==> src/rtl/lfm_pkg.sv <==
`timescale 1ns / 1ps

package lfm_pkg;

  localparam int unsigned NUM_COND  = 3;
  localparam int unsigned CFG_IDX_W = 4;
  localparam int unsigned CFG_DATA_W = 16;
  localparam int unsigned FAIL_W    = 8;
  localparam logic [FAIL_W-1:0] FAIL_MAX = 8'd255;

  // mode bit positions
  localparam int unsigned MODE_ENABLE   = 0;
  localparam int unsigned MODE_AUTO_REC = 1;
  localparam int unsigned MODE_OVERRIDE = 2;

  typedef enum logic [CFG_IDX_W-1:0] {
    REG_MODE        = 4'd0,
    REG_SIG_THRESH  = 4'd1,
    REG_SIG_HOLD    = 4'd2,
    REG_LAT_THRESH  = 4'd3,
    REG_LAT_HOLD    = 4'd4,
    REG_LOSS_THRESH = 4'd5,
    REG_LOSS_HOLD   = 4'd6,
    REG_REC_DELAY   = 4'd7
  } reg_idx_e;

  typedef enum logic [1:0] {
    CAUSE_NONE    = 2'd0,
    CAUSE_SIGNAL  = 2'd1,
    CAUSE_LATENCY = 2'd2,
    CAUSE_LOSS    = 2'd3
  } cause_e;

  typedef enum logic [1:0] {
    ACT_NONE         = 2'd0,
    ACT_SWITCH       = 2'd1,
    ACT_BITRATE      = 2'd2,
    ACT_RESET_FILTER = 2'd3
  } action_e;

  typedef struct packed {
    logic [2:0]  mode_bits;
    logic [9:0]  low_signal_threshold;
    logic [15:0] low_signal_hold_ms;
    logic [15:0] latency_threshold;
    logic [15:0] latency_hold_ms;
    logic [15:0] loss_threshold;
    logic [15:0] loss_hold_ms;
    logic [15:0] rec_delay_ms;
  } lfm_cfg_t;

  typedef struct packed {
    logic                fallback_flag;
    cause_e              cause;
    logic [FAIL_W-1:0]   fail_counter;
    action_e             prev_action;
    logic [NUM_COND-1:0] cond_pending;
  } lfm_ctl_t;

  typedef struct packed {
    logic [31:0] now_ms;
    logic [9:0]  rssi_tenths;
    logic [15:0] latency_tenths_ms;
    logic [15:0] loss_fraction;
  } lfm_item_t;

  typedef struct packed {
    logic              fallback_on;
    cause_e            trigger_cause;
    action_e           action_now;
    action_e           last_action_code;
    logic [FAIL_W-1:0] failure_count;
    logic              switch_advised;
    logic              recovered;
    logic [31:0]       elapsed_ms;
  } lfm_result_t;

endpackage

==> src/rtl/lfm_step.sv <==
`timescale 1ns / 1ps

module lfm_step
  import lfm_pkg::*;
#(
  parameter int unsigned TIME_BITS = 32
) (
  input  lfm_cfg_t                            cfg_i,
  input  lfm_item_t                           item_i,
  input  lfm_ctl_t                            ctl_i,
  input  logic [NUM_COND-1:0][TIME_BITS-1:0]  cond_stamp_i,
  input  logic [TIME_BITS-1:0]                start_stamp_i,
  output lfm_ctl_t                            ctl_o,
  output logic [NUM_COND-1:0][TIME_BITS-1:0]  cond_stamp_o,
  output logic [TIME_BITS-1:0]                start_stamp_o,
  output lfm_result_t                         result_o
);

  logic [TIME_BITS+31:0]               now_ext;
  logic [TIME_BITS-1:0]                now_t;
  logic [NUM_COND-1:0]                 met;
  logic [NUM_COND-1:0]                 qual;
  logic [NUM_COND-1:0][15:0]           hold;
  logic [NUM_COND-1:0][TIME_BITS+15:0] hold_ext;
  logic [NUM_COND-1:0][TIME_BITS-1:0]  stamp_n;
  logic [TIME_BITS+15:0]               rec_ext;
  logic [TIME_BITS-1:0]                start_diff;
  logic [TIME_BITS+31:0]               elapsed_ext;
  logic                                any_q;
  cause_e                              cause_n;
  action_e                             act;
  logic                                rec;

  // timestamps are taken modulo 2^TIME_BITS
  assign now_ext = {{TIME_BITS{1'b0}}, item_i.now_ms};
  assign now_t   = now_ext[TIME_BITS-1:0];

  assign met[0] = item_i.rssi_tenths < cfg_i.low_signal_threshold;
  assign met[1] = item_i.latency_tenths_ms > cfg_i.latency_threshold;
  assign met[2] = item_i.loss_fraction > cfg_i.loss_threshold;
  assign hold[0] = cfg_i.low_signal_hold_ms;
  assign hold[1] = cfg_i.latency_hold_ms;
  assign hold[2] = cfg_i.loss_hold_ms;

  always_comb begin
    cause_n = ctl_i.cause;
    for (int i = 0; i < NUM_COND; i++) begin
      hold_ext[i] = {{TIME_BITS{1'b0}}, hold[i]};
      stamp_n[i]  = (met[i] && !ctl_i.cond_pending[i]) ? now_t : cond_stamp_i[i];
      qual[i]     = met[i] && ((now_t - stamp_n[i]) >= hold_ext[i][TIME_BITS-1:0]);
      // later conditions in the fixed order take precedence
      if (qual[i]) cause_n = cause_e'(2'(i + 1));
    end
  end

  assign any_q      = |qual;
  assign rec_ext    = {{TIME_BITS{1'b0}}, cfg_i.rec_delay_ms};
  assign start_diff = now_t - start_stamp_i;

  always_comb begin
    ctl_o         = ctl_i;
    cond_stamp_o  = cond_stamp_i;
    start_stamp_o = start_stamp_i;
    act           = ACT_NONE;
    rec           = 1'b0;
    if (cfg_i.mode_bits[MODE_ENABLE]) begin
      ctl_o.cond_pending = met;
      ctl_o.cause        = cause_n;
      cond_stamp_o       = stamp_n;
      if (any_q && !ctl_i.fallback_flag) begin
        ctl_o.fallback_flag = 1'b1;
        start_stamp_o       = now_t;
        if (ctl_i.fail_counter != FAIL_MAX) ctl_o.fail_counter = ctl_i.fail_counter + 1'b1;
        if (!cfg_i.mode_bits[MODE_OVERRIDE]) begin
          act               = action_e'(cause_n);
          ctl_o.prev_action = action_e'(cause_n);
        end
      end else if (!any_q && ctl_i.fallback_flag && cfg_i.mode_bits[MODE_AUTO_REC] &&
                   (start_diff >= rec_ext[TIME_BITS-1:0])) begin
        ctl_o.fallback_flag = 1'b0;
        ctl_o.cause         = CAUSE_NONE;
        ctl_o.fail_counter  = '0;
        ctl_o.cond_pending  = '0;
        rec                 = 1'b1;
      end
    end
  end

  assign elapsed_ext = {32'd0, now_t - start_stamp_o};

  always_comb begin
    result_o.fallback_on      = ctl_o.fallback_flag;
    result_o.trigger_cause    = ctl_o.cause;
    result_o.action_now       = act;
    result_o.last_action_code = ctl_o.prev_action;
    result_o.failure_count    = ctl_o.fail_counter;
    result_o.switch_advised   = ctl_o.fallback_flag && (ctl_o.prev_action == ACT_SWITCH);
    result_o.recovered        = rec;
    result_o.elapsed_ms       = ctl_o.fallback_flag ? elapsed_ext[31:0] : 32'd0;
  end

endmodule

==> config.mk <==
export PLATFORM = sky130hd
export DESIGN_NAME = lfm_step
export DESIGN_NICKNAME = d
export VERILOG_FILES = /design/src/rtl/lfm_pkg.sv /design/src/rtl/lfm_step.sv
export SDC_FILE = /design/constraint.sdc
export NUM_CORES = 1
export LEC_CHECK = 0
export BUFFER_PORTS_ARGS = -buffer_cell sky130_fd_sc_hd__clkbuf_2
export CAP_MARGIN = 25
export CELL_PAD_IN_SITES_DETAIL_PLACEMENT = 1
export CELL_PAD_IN_SITES_GLOBAL_PLACEMENT = 1
export CORE_AREA = 2 2 201 203
export DETAILED_ROUTE_END_ITERATION = 7
export DIE_AREA = 0 0 203 205
export GPL_TIMING_DRIVEN = 0
export PLACE_DENSITY_LB_ADDON = 0.1
export SYNTH_ARGS = -nofsm -noshare
export SYNTH_HDL_FRONTEND = slang
export SYNTH_SLANG_ARGS = --single-unit
==> constraint.sdc <==
create_clock -name vclk -period 27.4
set_clock_uncertainty 0.05 [all_clocks]
set_input_delay 2.74 -clock vclk [all_inputs]
set_output_delay 2.74 -clock vclk [all_outputs]
set_load 0.02 [all_outputs]
# --- After elaboration in Yosys (flattened, before gate mapping) ---
# Cells that the tools add are included.
word_totals:
  reg_bits: 0
  latchBits: 0
  mem_bits_rw: 0
  romBits: 0
  in_bits: 327
  output_inout_bits: 193
  elab_cells: 58
  memories: 0
classes:
  addsub: 6
  mul: 0
  n_div: 0
  order_cmp: 7
  eq_ne: 2
  shifts: 0
  mux: 26
  bitwise: 0
  reduce_logical: 17
ops:
  columns: ["operator", "count"]
  rows:
  - ["$mux W32", 6]
  - ["$sub A32 B32 Y32", 5]
  - ["$ge A32 B16 Y1", 4]
  - ["$mux W96", 1]
  - ["$gt A16 B16 Y1", 2]
  - ["$mux W2", 9]
  - ["$mux W16", 1]
  - ["$mux W8", 2]
  - ["$logic_and A1 B1 Y1", 11]
  - ["$mux W11", 1]
  - ["$lt A10 B10 Y1", 1]
  - ["$add A8 B1 Y8 const B", 1]
  - ["$ne A8 B8 Y1 const B", 1]
  - ["$mux W3", 2]
  - ["$logic_not A1 Y1", 5]
  - ["$mux W1", 4]
  - ["$reduce_or A3 Y1", 1]
  - ["$eq A2 B1 Y1 const B", 1]

# --- Logic depth before layout (Yosys ltp) ---
depth:
  ltp_word: 16
  ltp_mapped: 62
  ltp_nobuf: 56

# --- Least setup slack after synthesis ---
# OpenSTA, ideal clock, no wires.
synth_path:
  path_kind: "input to output"
  startpoint: "in cfg_i[79] (netlist name)"
  endpoint: "out result_o[26] (netlist name)"
  t_arrival_ns: 14.227
  t_required_ns: 24.610
  setup_slack_ns: 10.383
  stages: 58
  path_buffers: 5
  path_cell_list: "inv_1 ha_1 nand4_1 nor4_1 nor2_1 nand2_1 clkbuf_1 nand2_1 o21ai_0 ha_1 inv_1 ha_1 a222oi_1 a311oi_1 a211o_1 a22oi_1 a21boi_1 a21o_1 [... 22 more ...] o21ai_0 nand3_1 nand2_1 maj3_1 o21ai_0 maj3_1 a21oi_1 maj3_1 maj3_1 a31o_2 nand4_1 mux2i_1 a211oi_2 a21oi_1 or3b_1 a21oi_1 xor2_1 nor2_1"
synth_lines:
  columns: ["item", "line_no", "text"]
  rows:
  - ["from (decl)", "lfm_step.sv:8", "input lfm_cfg_t cfg_i,"]
  - ["to (decl)", "lfm_step.sv:16", "output lfm_result_t result_o"]

==> impl_metrics.env <==
export IMPL_status="completed"
export IMPL_gp_congestion=1.00
export IMPL_slew_headroom_pct=23.5
export IMPL_max_vdd_ir_drop_mv=0.0165
export IMPL_drt_initial_drc_count=1515
export IMPL_final_cell_mix="clkbuf_2 (516), a21oi_1 (270), nor2_1 (267)"
export IMPL_crit_fanout=10
export IMPL_cpPeakStageDelay_ns=0.82
export IMPL_die_w_um=203
export IMPL_overflow=0
export IMPL_ios=520
export IMPL_cap_violations=0
export IMPL_viasPerCell=6.21
export IMPL_cp_slowest_cell="nor4_1"
export IMPL_grt_start_max_net_pins=12
export IMPL_vias=21500
export IMPL_dieArea_mm2=0.0416
export IMPL_port_buffers=516
export IMPL_critPathLaunchType="input pin"
export IMPL_yosys_top_cells_area="ha_1 (19%), a21oi_1 (8.7%), nor2_1 (6.4%)"
export IMPL_clock_fmax_ghz=0.0475
export IMPL_setup_tns_ns=0
export IMPL_cp_required_ns=24.61
export IMPL_synth_top_area_share_pct=18.9
export IMPL_grt_pass1_wl_um=130000
export IMPL_post_cts_buffers=0
export IMPL_final_core_util_pct=47.9
export IMPL_worst_pin_slew_ns=1.15
export IMPL_core_mm2=0.0394
export IMPL_arrival_ns=18.27
export IMPL_grt_pass1_vias=21800
export IMPL_ctsHoldBuffers=0
export IMPL_synth_warnings=0
export IMPL_die_y_um=205
export IMPL_synth_cell_types=98
export IMPL_min_path_type="input pin to output port"
export IMPL_min_period_ns=21.06
export IMPL_initial_core_util_pct=39.6
export IMPL_synth_top_cell_by_area="ha_1"
export IMPL_synth_seq_area_share_pct=0
export IMPL_cts_resized=0
export IMPL_critPathCaptureType="output port"
export IMPL_clkbuf_count=0
export IMPL_drc=0
export IMPL_maxSlewViolCount=0
export IMPL_syn_nets=2981
export IMPL_routedWlPerCell_um=25.6
export IMPL_avgSynthCellArea_um2=6.46
export IMPL_syn_inst=2414
export IMPL_grtUsageTotal_pct=40.6
export IMPL_p_leak_nw=9.79
export IMPL_power_mw=0.646
export IMPL_regArea_um2=0
export IMPL_p_per_area_mw_per_mm2=34.2
export IMPL_hold_viol_final=0
export IMPL_cp_common_cell="o21ai_0"
export IMPL_synth_cell_area_mm2=0.0156
export IMPL_wl_um=88800
export IMPL_fin_nets=3501
export IMPL_worst_setup_path_type="input pin to output port"
export IMPL_hpwl_um=75200
export IMPL_drt_first_pass_iters=6
export IMPL_hold_depth=3
export IMPL_syn_to_final_growth_pct=21.0
export IMPL_std_cell_rows=73
export IMPL_ant_nets=0
export IMPL_fin_crit_sh_pct=76.9
export IMPL_finalNonFillerCells=3462
export IMPL_place_inst=3456
export IMPL_design_seq_count=0
export IMPL_antenna_found_initial=6
export IMPL_grt_setup_unrepaired="no"
export IMPL_layout_cells_most_common="clkbuf_2"
export IMPL_post_route_cells_drive_above_1_share_pct=20.8
export IMPL_setup_viol=0
[cells by family after synthesis]
group,share of synthesized area [%]
buffers and inverters,8.97
AND/OR/NAND/NOR,24.4
XOR/XNOR,6.74
multiplexers,6.45
AO/OA/AOI/OAI,32.5
adder cells (fa/ha/maj),20.9
[worst max-delay path, delay by kind of cell]
family,cells,cell delay (ns)
AOI/OAI and AO/OA,25,6.37
muxes,1,0.32
adders and majority gates,10,2.97
and+or+nand+nor,11,2.95
buffers and inverters,9,2.46
xor gates and xnor gates,2,0.42
[power by group]
| group | leakage, nW | internal (mW) | total [mW] | switching (mW) |
|---|---|---|---|---|
| clock | 0.0000317 | 0.0000000177 | 0.0000000177 | 0 |
| combinational | 9.79 | 0.229 | 0.646 | 0.417 |
| sequential | 0 | 0 | 0 | 0 |
| total | 9.79 | 0.229 | 0.646 | 0.417 |
[synth_stat cells (all sizes together) (28+ instances only)]
cell,n
a21oi,271
nor2,268
ha,236
inv,230
nand2,196
o21ai,168
clkbuf,92
xnor2,73
a21o,69
mux2i,69
nor3,56
nand3,50
nand4,47
xor2,47
nand2b,34
nor2b,33
buf,28
mux2,28
[layer usage]
| metal | track usage [%] | wire [um] |
|---|---|---|
| met1 | 50.1 | 35700 |
| met2 | 68.0 | 40300 |
| met3 | 5.63 | 6960 |
| met4 | 22.7 | 5830 |
| met5 | 0 | 26 |
[through the flow]
| step | hold WS (ns) | setup WS (ns) | cell area (um^2) |
|---|---|---|---|
| floorplan | 5.53 | 10.38 | 15600 |
| global placement | 5.77 | 7.10 | 18800 |
| detailed placement | 5.77 | 6.81 | 18800 |
| CTS | 5.77 | 6.74 | 18800 |
| global route | 5.78 | 5.60 | 18900 |
| finish | 5.76 | 6.34 | 18900 |
[area by class of cell]
| cell class | instances | area, um^2 |
|---|---|---|
| tap | 525 | 657 |
| antenna | 5 | 12.5 |
| timing repair buffer | 518 | 2610 |
| inverter | 231 | 867 |
| multi-input combinational | 2063 | 14200 |
| buffer | 120 | 532 |
| fill | 5536 | 20500 |
[final timing paths]
check / start / end / slack [ns]
worst min-delay path: cfg_i[108] / result_o[45] / 5.76
worst max-delay path: cfg_i[78] / result_o[30] / 6.34
Note: power is estimated with default switching activity, not from simulation.
